--- src/rtl/double_ended_queue_macros.svh ---
// double_ended_queue_macros.svh: assertion macros shared by the deque RTL.
// Depends on nothing; included by the modules that carry assertions.
`ifndef DOUBLE_ENDED_QUEUE_MACROS_SVH
`define DOUBLE_ENDED_QUEUE_MACROS_SVH

// Same-cycle implication, disabled while reset is held
`define DEQ_ASSERT_IMPL(label, clk, rstn, ante, cons) \
    label: assert property (@(posedge clk) disable iff (!(rstn)) (ante) |-> (cons)) \
        else $error("deque assertion failed");

// Next-cycle implication, disabled while reset is held
`define DEQ_ASSERT_NEXT(label, clk, rstn, ante, cons) \
    label: assert property (@(posedge clk) disable iff (!(rstn)) (ante) |=> (cons)) \
        else $error("deque assertion failed");

`endif

--- src/rtl/deq_pkg.sv ---
// deq_pkg: types and constants of the double-ended queue.
// Used by deq_ctrl, deq_datapath and double_ended_queue; depends on nothing.
`default_nettype none

package deq_pkg;

    localparam int DEQ_CAPACITY = 16;
    localparam int DATA_W       = 64;
    localparam int ACTION_W     = 3;
    localparam int STATUS_W     = 2;

    typedef enum logic [ACTION_W-1:0] {
        ACT_PUSH_BACK  = 3'd0,
        ACT_PUSH_FRONT = 3'd1,
        ACT_POP_FRONT  = 3'd2,
        ACT_POP_BACK   = 3'd3,
        ACT_REVERSE    = 3'd4,
        ACT_CLEAR      = 3'd5,
        ACT_NONE       = 3'd6
    } action_t;

    typedef enum logic [STATUS_W-1:0] {
        STAT_OK    = 2'd0,
        STAT_FULL  = 2'd1,
        STAT_EMPTY = 2'd2
    } status_t;

    typedef enum logic [1:0] {
        ST_IDLE = 2'd0,
        ST_EXEC = 2'd1,
        ST_READ = 2'd2,
        ST_RESP = 2'd3
    } state_t;

    // Commands from the controller to the datapath
    typedef struct packed {
        logic load;   // capture the incoming item
        logic exec;   // apply the action, write the store
        logic read;   // read front and back slots
    } deq_cmd_t;

endpackage

`default_nettype wire

--- src/rtl/deq_ctrl.sv ---
// deq_ctrl: sequencing state machine of the double-ended queue.
// Depends on deq_pkg and double_ended_queue_macros.svh.
`default_nettype none
`include "double_ended_queue_macros.svh"

module deq_ctrl
    import deq_pkg::*;
(
    input  wire logic     aclk,
    input  wire logic     aresetn,
    input  wire logic     s_valid,
    output logic          s_ready,
    output logic          m_valid,
    input  wire logic     m_ready,
    output deq_cmd_t      cmd
);

    state_t state_reg;
    state_t state_next;

    // State register
    always_ff @(posedge aclk) begin
        if (!aresetn) begin
            state_reg <= ST_IDLE;
        end else begin
            state_reg <= state_next;
        end
    end

    // Next state
    always_comb begin
        state_next = state_reg;
        case (state_reg)
            ST_IDLE: begin
                if (s_valid) state_next = ST_EXEC;
            end
            ST_EXEC: state_next = ST_READ;
            ST_READ: state_next = ST_RESP;
            ST_RESP: begin
                if (m_ready) state_next = ST_IDLE;
            end
            default: state_next = ST_IDLE;
        endcase
    end

    // Outputs
    always_comb begin
        s_ready  = 1'b0;
        m_valid  = 1'b0;
        cmd      = '0;
        case (state_reg)
            ST_IDLE: begin
                s_ready  = 1'b1;
                cmd.load = s_valid;
            end
            ST_EXEC: cmd.exec = 1'b1;
            ST_READ: cmd.read = 1'b1;
            ST_RESP: m_valid  = 1'b1;
            default: ;
        endcase
    end

    // An accepted item runs through execute, read and response in turn
    `DEQ_ASSERT_NEXT(a_load_exec, aclk, aresetn, cmd.load, cmd.exec)
    `DEQ_ASSERT_NEXT(a_exec_read, aclk, aresetn, cmd.exec, cmd.read)
    `DEQ_ASSERT_NEXT(a_read_resp, aclk, aresetn, cmd.read, m_valid && !s_ready)

endmodule

`default_nettype wire

--- src/rtl/deq_datapath.sv ---
// deq_datapath: ring store, pointers and result registers of the deque.
// Depends on deq_pkg and double_ended_queue_macros.svh.
`default_nettype none
`include "double_ended_queue_macros.svh"

module deq_datapath
    import deq_pkg::*;
#(
    parameter int CAPACITY = DEQ_CAPACITY
) (
    input  wire logic                           aclk,
    input  wire logic                           aresetn,
    input  wire deq_cmd_t                       cmd,
    input  wire logic [ACTION_W-1:0]            s_action,
    input  wire logic [DATA_W-1:0]              s_value,
    output logic [DATA_W-1:0]                   m_front_value,
    output logic [DATA_W-1:0]                   m_back_value,
    output logic [$clog2(CAPACITY+1)-1:0]       m_count,
    output logic                                m_empty_res,
    output logic [STATUS_W-1:0]                 m_status
);

    localparam int PW = $clog2(CAPACITY);
    localparam int CW = $clog2(CAPACITY + 1);
    localparam logic [PW:0]   CAP_P = (PW+1)'(CAPACITY);
    localparam logic [CW-1:0] CAP_C = CW'(CAPACITY);

    // Ring add and subtract; correct for operands below CAPACITY
    function automatic logic [PW-1:0] add_mod(input logic [PW-1:0] p, input logic [PW-1:0] d);
        logic [PW:0] s;
        s = {1'b0, p} + {1'b0, d};
        if (s >= CAP_P) s = s - CAP_P;
        return s[PW-1:0];
    endfunction

    function automatic logic [PW-1:0] sub_mod(input logic [PW-1:0] p, input logic [PW-1:0] d);
        logic [PW:0] s;
        s = {1'b0, p} + CAP_P - {1'b0, d};
        if (s >= CAP_P) s = s - CAP_P;
        return s[PW-1:0];
    endfunction

    action_t            action_reg;
    logic [DATA_W-1:0]  value_reg;
    logic [CW-1:0]      count_reg,  count_next;
    logic [PW-1:0]      front_reg,  front_next;
    logic               rev_reg,    rev_next;
    status_t            status_reg, status_next;
    logic [DATA_W-1:0]  rd_front_reg;
    logic [DATA_W-1:0]  rd_back_reg;
    logic [DATA_W-1:0]  mem [CAPACITY];

    logic               full;
    logic               empty;
    logic [CW-1:0]      count_m1;
    logic [PW-1:0]      off_sel;
    logic [PW-1:0]      slot_far;
    logic [PW-1:0]      slot_fwd1;
    logic [PW-1:0]      slot_bwd1;
    logic               mem_we;
    logic [PW-1:0]      mem_waddr;

    // Item capture
    always_ff @(posedge aclk) begin
        if (cmd.load) begin
            action_reg <= action_t'(s_action);
            value_reg  <= s_value;
        end
    end

    assign full     = (count_reg == CAP_C);
    assign empty    = (count_reg == '0);
    assign count_m1 = count_reg - CW'(1);

    // Slot at offset count (push back) or count-1 (reverse, back read)
    assign off_sel   = (cmd.exec && action_reg == ACT_PUSH_BACK) ? count_reg[PW-1:0]
                                                                 : count_m1[PW-1:0];
    assign slot_far  = rev_reg ? sub_mod(front_reg, off_sel) : add_mod(front_reg, off_sel);
    // One step towards the back, and one step before the front
    assign slot_fwd1 = rev_reg ? sub_mod(front_reg, PW'(1)) : add_mod(front_reg, PW'(1));
    assign slot_bwd1 = rev_reg ? add_mod(front_reg, PW'(1)) : sub_mod(front_reg, PW'(1));

    // Action decode
    always_comb begin
        count_next  = count_reg;
        front_next  = front_reg;
        rev_next    = rev_reg;
        status_next = STAT_OK;
        mem_we      = 1'b0;
        mem_waddr   = slot_far;
        case (action_reg)
            ACT_PUSH_BACK: begin
                if (full) begin
                    status_next = STAT_FULL;
                end else begin
                    mem_we     = 1'b1;
                    count_next = count_reg + CW'(1);
                end
            end
            ACT_PUSH_FRONT: begin
                if (full) begin
                    status_next = STAT_FULL;
                end else begin
                    mem_we     = 1'b1;
                    mem_waddr  = slot_bwd1;
                    front_next = slot_bwd1;
                    count_next = count_reg + CW'(1);
                end
            end
            ACT_POP_FRONT: begin
                if (empty) begin
                    status_next = STAT_EMPTY;
                end else begin
                    front_next = slot_fwd1;
                    count_next = count_m1;
                end
            end
            ACT_POP_BACK: begin
                if (empty) begin
                    status_next = STAT_EMPTY;
                end else begin
                    count_next = count_m1;
                end
            end
            ACT_REVERSE: begin
                if (empty) begin
                    status_next = STAT_EMPTY;
                end else begin
                    front_next = slot_far;
                    rev_next   = !rev_reg;
                end
            end
            ACT_CLEAR: begin
                count_next = '0;
                front_next = '0;
                rev_next   = 1'b0;
            end
            default: ;
        endcase
    end

    // Queue state
    always_ff @(posedge aclk) begin
        if (!aresetn) begin
            count_reg  <= '0;
            front_reg  <= '0;
            rev_reg    <= 1'b0;
            status_reg <= STAT_OK;
        end else if (cmd.exec) begin
            count_reg  <= count_next;
            front_reg  <= front_next;
            rev_reg    <= rev_next;
            status_reg <= status_next;
        end
    end

    // Ring store: one write port, two registered read ports
    always_ff @(posedge aclk) begin
        if (cmd.exec && mem_we) begin
            mem[mem_waddr] <= value_reg;
        end
        if (cmd.read) begin
            rd_front_reg <= mem[front_reg];
            rd_back_reg  <= mem[slot_far];
        end
    end

    // Result
    assign m_front_value = empty ? '0 : rd_front_reg;
    assign m_back_value  = empty ? '0 : rd_back_reg;
    assign m_count       = count_reg;
    assign m_empty_res   = empty;
    assign m_status      = status_reg;

    `DEQ_ASSERT_IMPL(a_count_bound, aclk, aresetn, 1'b1, count_reg <= CAP_C)
    `DEQ_ASSERT_NEXT(a_full_hold, aclk, aresetn,
                     cmd.exec && full && (action_reg == ACT_PUSH_BACK ||
                                          action_reg == ACT_PUSH_FRONT),
                     count_reg == $past(count_reg) && status_reg == STAT_FULL)
    `DEQ_ASSERT_NEXT(a_empty_hold, aclk, aresetn,
                     cmd.exec && empty && (action_reg == ACT_POP_FRONT ||
                                           action_reg == ACT_POP_BACK ||
                                           action_reg == ACT_REVERSE),
                     count_reg == '0 && status_reg == STAT_EMPTY)

endmodule

`default_nettype wire

--- src/rtl/double_ended_queue.sv ---
// double_ended_queue: top level of the bounded double-ended queue.
// Depends on deq_pkg, deq_ctrl and deq_datapath.
//
// Usage:
//   Input channel (s_valid/s_ready) takes one item: an action code in
//   s_action (push back, push front, pop front, pop back, reverse, clear,
//   none) and the 64-bit value to push in s_value.
//   Result channel (m_valid/m_ready) gives one item per input item: front
//   and back values (zero when empty), entry count, empty flag and status
//   (ok, push refused because full, pop or reverse on empty).
//   Entries sit in a ring of CAPACITY slots with a front pointer and a
//   direction flag, so reversal moves no data.
//   m_valid rises once the controller has passed from the capture of the
//   input item through its execute and store read steps.
//   A new item is taken only after the result is taken, as the controller
//   runs its capture, execute, store read and response steps in turn; the store
//   is read at front and back through its registered read ports.
//   Reset (aresetn low, synchronous) empties the queue; the store contents
//   are not cleared, and a slot not yet written never reaches the result.
//   While the receiver stalls the result is held and s_ready stays low.
`default_nettype none

module double_ended_queue
    import deq_pkg::*;
#(
    parameter int CAPACITY = DEQ_CAPACITY
) (
    input  wire logic                        aclk,
    input  wire logic                        aresetn,
    input  wire logic                        s_valid,
    output logic                             s_ready,
    input  wire logic [ACTION_W-1:0]         s_action,
    input  wire logic [DATA_W-1:0]           s_value,
    output logic                             m_valid,
    input  wire logic                        m_ready,
    output logic [DATA_W-1:0]                m_front_value,
    output logic [DATA_W-1:0]                m_back_value,
    output logic [$clog2(CAPACITY+1)-1:0]    m_count,
    output logic                             m_empty_res,
    output logic [STATUS_W-1:0]              m_status
);

    deq_cmd_t cmd;

    deq_ctrl u_ctrl (
        .aclk    (aclk),
        .aresetn (aresetn),
        .s_valid (s_valid),
        .s_ready (s_ready),
        .m_valid (m_valid),
        .m_ready (m_ready),
        .cmd     (cmd)
    );

    deq_datapath #(
        .CAPACITY (CAPACITY)
    ) u_datapath (
        .aclk          (aclk),
        .aresetn       (aresetn),
        .cmd           (cmd),
        .s_action      (s_action),
        .s_value       (s_value),
        .m_front_value (m_front_value),
        .m_back_value  (m_back_value),
        .m_count       (m_count),
        .m_empty_res   (m_empty_res),
        .m_status      (m_status)
    );

endmodule

`default_nettype wire
--- config.mk ---
export PLATFORM = sky130hd
export DESIGN_NAME = double_ended_queue
export DESIGN_NICKNAME = d
export VERILOG_FILES = /design/src/rtl/deq_pkg.sv /design/src/rtl/deq_ctrl.sv /design/src/rtl/deq_datapath.sv /design/src/rtl/double_ended_queue.sv
export VERILOG_INCLUDE_DIRS = /design/src /design/src/rtl
export SDC_FILE = /design/constraint.sdc
export NUM_CORES = 1
export LEC_CHECK = 0
export BUFFER_PORTS_ARGS = -buffer_cell sky130_fd_sc_hd__clkbuf_2
export CAP_MARGIN = 20
export CORE_MARGIN = 10
export CORE_UTILIZATION = 35
export CTS_BUF_LIST = sky130_fd_sc_hd__clkbuf_8
export CTS_CLUSTER_DIAMETER = 120
export DETAILED_ROUTE_END_ITERATION = 7
export GPL_ROUTABILITY_DRIVEN = 0
export REMOVE_ABC_BUFFERS = 1
export SLEW_MARGIN = 30
export SYNTH_ARGS = -nofsm -noshare
export SYNTH_HDL_FRONTEND = slang
export SYNTH_HIERARCHICAL = 1
export SYNTH_SLANG_ARGS = --single-unit
--- constraint.sdc ---
create_clock -name aclk -period 11.3 [get_ports aclk]
set_input_delay 1.13 -clock aclk [delete_from_list [all_inputs] [get_ports aclk]]
set_output_delay 1.13 -clock aclk [all_outputs]
set_load 0.02 [all_outputs]
== Yosys cells after proc, flatten, opt, wreduce, memory -nomap -nowiden ==
Memory sizes are Yosys's and may differ from the RTL's. A register that Yosys moved wholly into a read port is not among the register bits.
Cells that the tools add are included.

* Flip-flop bits (word level): 81
* Bits in latches: 0
* RAM bits: 1024
* Bits in read-only memories: 0
* Input port bits: 71
* Output and inout bits: 138
* Logic and storage cells: 91
* Memories: 1

{| class="wikitable"
|+ Memories
! memory !! words !! width !! read ports !! clocked after memory_dff !! wr ports !! RTL line !! RTL
|-
| u_datapath.mem || 16 || 64 || 2 || 2 || 1 || deq_datapath.sv:51 || <nowiki>logic [DATA_W-1:0] mem [CAPACITY];</nowiki>
|}

* Add/subtract/negate cells: 11
* $mul: 0
* Divide/modulo/power cells: 0
* $lt $le $gt $ge: 4
* Equality and inequality tests: 16
* Shift operators: 0
* Muxes and demuxes: 36
* Bitwise gates (word level): 0
* Reductions and logical operators: 16

{| class="wikitable"
|+ Operators with widths
! cell !! count
|-
| $mux 64 || 2
|-
| $mux 4 || 13
|-
| $ge 5x5->1 const B || 4
|-
| $pmux 4 s4 || 1
|-
| $sub 4x1->4 const B || 4
|-
| $pmux 5 s3 || 1
|-
| $ne 2x2->1 const B || 7
|-
| $mux 1 || 11
|-
| $mux 5 || 2
|-
| $sub 5x1->5 const B || 2
|-
| $pmux 2 s4 || 1
|-
| $eq 3x2->1 const B || 2
|-
| $eq 3x3->1 const B || 2
|-
| $mux 2 || 3
|-
| $add 4x1->5 const B || 1
|-
| $add 4x4->5 || 1
|-
| $add 4x5->5 const B || 1
|-
| $add 5x1->5 const B || 1
|-
| $eq 5x5->1 const B || 1
|-
| $logic_not 5->1 || 1
|-
| $reduce_and 5->1 || 1
|-
| $sub 5x4->5 || 1
|-
| $eq 2x2->1 const B || 2
|-
| $pmux 2 s2 || 1
|-
| 15 further kinds || 17
|}

== Logic depth before layout (Yosys ltp) ==
* Depth in word-level cells: 10
* Depth in mapped cells: 18
* Depth with buffers taken out: 13

== Cells and area by module ==
Netlist, hierarchy kept.

{| class="wikitable"
|+ Modules (own cells, without submodules)
! module !! instances !! cells each !! area each (um^2) !! seq. area each (um^2)
|-
| deq_datapath || 1 || 4278 || 62377.3 || 36845.3
|-
| deq_ctrl || 1 || 17 || 163.9 || 40.0
|}

== Worst setup path after synthesis ==
No wires, ideal clock.

* Path kind: reg2reg
* Start point: reg u_ctrl.state_reg[1]
* End point: mem u_datapath.mem[2][0], enable pin
* Setup time: 644 ps
* Data arrival time: 9159 ps
* Data required time: 10656 ps
* Slack: 1497 ps
* Cell stages (with the launch flop): 16
* Buffers on the path: 4
* Period minus slack after synthesis: 9803 ps
* Path through: dfxtp_1 -> inv_1 -> ha_1 -> buf_2 -> or4b_1 -> buf_2 -> xnor2_1 -> ha_1 -> fa_1 -> and2_4 -> or3_4 -> buf_2 -> buf_2 -> nand2_1 -> a32oi_1 -> nor4_1

{| class="wikitable"
|+ RTL lines
! what !! RTL line !! RTL
|-
| start: declaration || deq_ctrl.sv:18 || <nowiki>state_t state_reg;</nowiki>
|-
| start signal: assignment || deq_ctrl.sv:26 || <nowiki>state_reg <= state_next;</nowiki>
|-
| end: declaration || deq_datapath.sv:51 ||
|}

==> flow_summary.toml <==
[placed_design]
hpwl_um = 107500
dpl_cell_area_mm2 = 0.06575
place.port_buffers = 208
post-place-ws_ps = 4018
placed_cells = 6509

[synthesis]
synth_edf_count = 1219
syn-mean-instance-area_um2 = 14.56
syn-cell-area_mm2 = 0.06254
synth_ff_type = "edfxtp_1"
yosys_warnings = 6
ys_types = 67
ys_seq_area_frac = 0.5898
synth-async-reset-ratio = 0
ys_ff_latch = 1233
synthCells = 4295

[layout]
final_nets = 4453
final_cell_mix = "edfxtp_1 (1219), nor2_1 (402), mux2i_1 (388)"
largest_reg_flops = 1024
drive_above_1_share = 0.2048
nFillCells = 16410
layout_commonest_cell = "edfxtp_1"
postLayoutCellArea_mm2 = 0.06994
regMostFlops = "u_datapath/mem"
postLayoutCoreUtil = 0.3928
syn_to_final_growth_pct = 11.83
final_cells = 6899

[clock_network]
clockRootBuffer = "clkbuf_8"
postCtsHoldBufs = 0
clock_latency_ps = 950
clk_pin_slew_ps = 70
htree_num_levels = 4
cts_resized = 0
cts_tree = "yes"
cts.sinks = 1233
clk_path_buf_depth = 3
post-cts-setup-buffers = 0
numCtsBuffers = 202

[worst_setup_path]
startpoint_type = "flip-flop"
cp_slowest_cell = "nor2_4"
crit_top_cell = "buf_4"
cp.arrival_ps = 7860
crit_type = "flip-flop to flip-flop"
critPathCaptureType = "flip-flop"
slowest_delay_ps = 860
path_max_fanout = 153
path_cells = "inv_1 > ha_1 > or4b_1 > nand2_1 > xnor2_1 > ha_4 > buf_12 > inv_2 > o311ai_0 > a21oi_1 > xnor2_4 > buf_4 > o21ai_2 > nor2_4 > buf_4"
worstPathRequired_ps = 11860

[global_route]
gr-usage-all-layers = 0.1896
grt_pass1_wl_um = 283700
grt_overflow = 0
grt_pass1_vias = 41980
grt_max_degree = 267
antenna_found_initial = 9

[run]
max_cap_viol_count = 0

[timing]
max_freq_mhz = 136.9
slew_violations = 0
setup_violations = 0
worst_slew_pin_slew_ps = 1057
finalCriticalPeriod_ps = 7306
hold_viol_final = 0
grt_setup_unrepaired = "false"
finalWorstSetupSlack_ps = 3994
fin_crit_sh = 0.6465
slew_headroom = 0.2956
finClkSkew_ps = 60.98
whs_ps = 358.8
setup-tns-final_ps = 0

[die]
core_mm2 = 0.1780
row_count = 155
start_util = 0.3513
die_y_um = 442.7
die-area_mm2 = 0.1960
die-width_um = 442.7
io_pins = 209

[routing]
drt_iter0_markers = 4709
vias = 41630
wl_per_cell_um = 28.06
via_per_inst = 6.035
first_pass_iters = 6
ant_nets = 0
post-route-drc-count = 0
routed_wl_um = 193600

[outcome]
status = "finished clean"

[worst_hold_path]
worstHoldPathType = "primary input to flip-flop"

[power_and_ir_drop]
power.total_mw = 19.67
ir_worst_vdd_mv = 0.5338
powerDensity_mw_per_mm2 = 281.2
cellLeakagePower_nw = 23.99
==> worst max-delay path: cells and delay by family (launching register included) <==
family | cells | cell delay, ps
AOI/OAI and AO/OA | 3 | 910
xor gates and xnor gates | 2 | 360
adders and majority gates | 2 | 1140
buffers and inverters | 5 | 2360
DFF | 1 | 370
and+or+nand+nor | 3 | 1570
==> layout make-up <==
| cell class | count | area [um2] | share of cell area |
|---|---|---|---|
| sequential | 1233 | 36900 | 0.5276 |
| multi-input combinational | 2624 | 23960 | 0.3426 |
| tap | 2355 | 2947 | 0.04213 |
| clock buffer | 203 | 2794 | 0.03995 |
| timing repair buffer | 291 | 2088 | 0.02986 |
| clock inverter | 178 | 1196 | 0.01710 |
| inverter | 13 | 48.80 | 0.0006977 |
| antenna | 2 | 5.005 | 0.00007156 |
==> per-layer routing <==
layer / GRT usage / vias up / wire (um) / part of all wire
met4: 0.08445 / 2 / 8315 / 0.043
met3: 0.03495 / 441 / 14030 / 0.072
met2: 0.3100 / 2073 / 92430 / 0.48
met1: 0.2454 / 21240 / 78800 / 0.41
met5: 0 / - / 8 / 0.000041
li1: - / 17880 / - / -
==> cells by family after synthesis <==
family / Yosys count / synth area share
XOR/XNOR: 13 / 0.001941
multiplexers: 709 / 0.1776
AND/OR/NAND/NOR: 1065 / 0.08933
AO/OA/AOI/OAI: 820 / 0.1072
adder cells (fa/ha/maj): 17 / 0.003641
buffers and inverters: 438 / 0.03059
flip-flops: 1233 / 0.5898
==> synthesized netlist by cell type (3+ instances only) <==
master        n  area (um2)
a2111oi_0   384        3363
a211oi_1    132       991.0
a21boi_0     84       630.6
a21boi_1     46       345.3
a21oi_1       9       45.04
and2_1        5       31.28
and3_1      387        2421
buf_1        32       120.1
buf_2       106       530.5
buf_4        18       135.1
buf_6         9       101.4
clkbuf_1    259       972.2
dfxtp_1      14       280.3
edfxtp_1   1219       36610
ha_1         15       187.7
inv_1        12       45.04
mux2i_1     388        3884
mux4_2      320        7207
nand2_1      25       93.84
nand2b_1      8       50.05
nand3_1       3       15.01
nor2_1      413        1550
nor2b_1     132       825.8
nor3_1        7       35.03
nor4_1       66       412.9
o21a_1       67       503.0
o21ai_0       3       15.01
o21ai_1       5       25.02
o22ai_1       3       18.77
o41ai_1      64       560.5
xnor2_1       9       78.83
xor2_1        3       26.28
==> worst paths after layout <==
kind | start | to | slack [ps] | cells after the start
worst min register to register | u_datapath/m_status[1] | u_datapath/m_status[1] | 530 | 2
worst max-delay path | u_ctrl/state_reg[1] | u_datapath/mem[6][25] | 3990 | 15
worst max register to register | u_ctrl/state_reg[1] | u_datapath/mem[6][25] | 3990 | 15
worst min-delay path | s_value[18] | u_datapath/value_reg[18] | 360 | 1
==> power breakdown <==
part	internal [mW]	total, mW	switching [mW]	leakage [nW]
registers	5.74	6.11	0.369	11.1
clock network	2.02	3.91	1.89	2.28
logic	3.37	9.66	6.29	10.6
(Power assumes the default switching activity.)
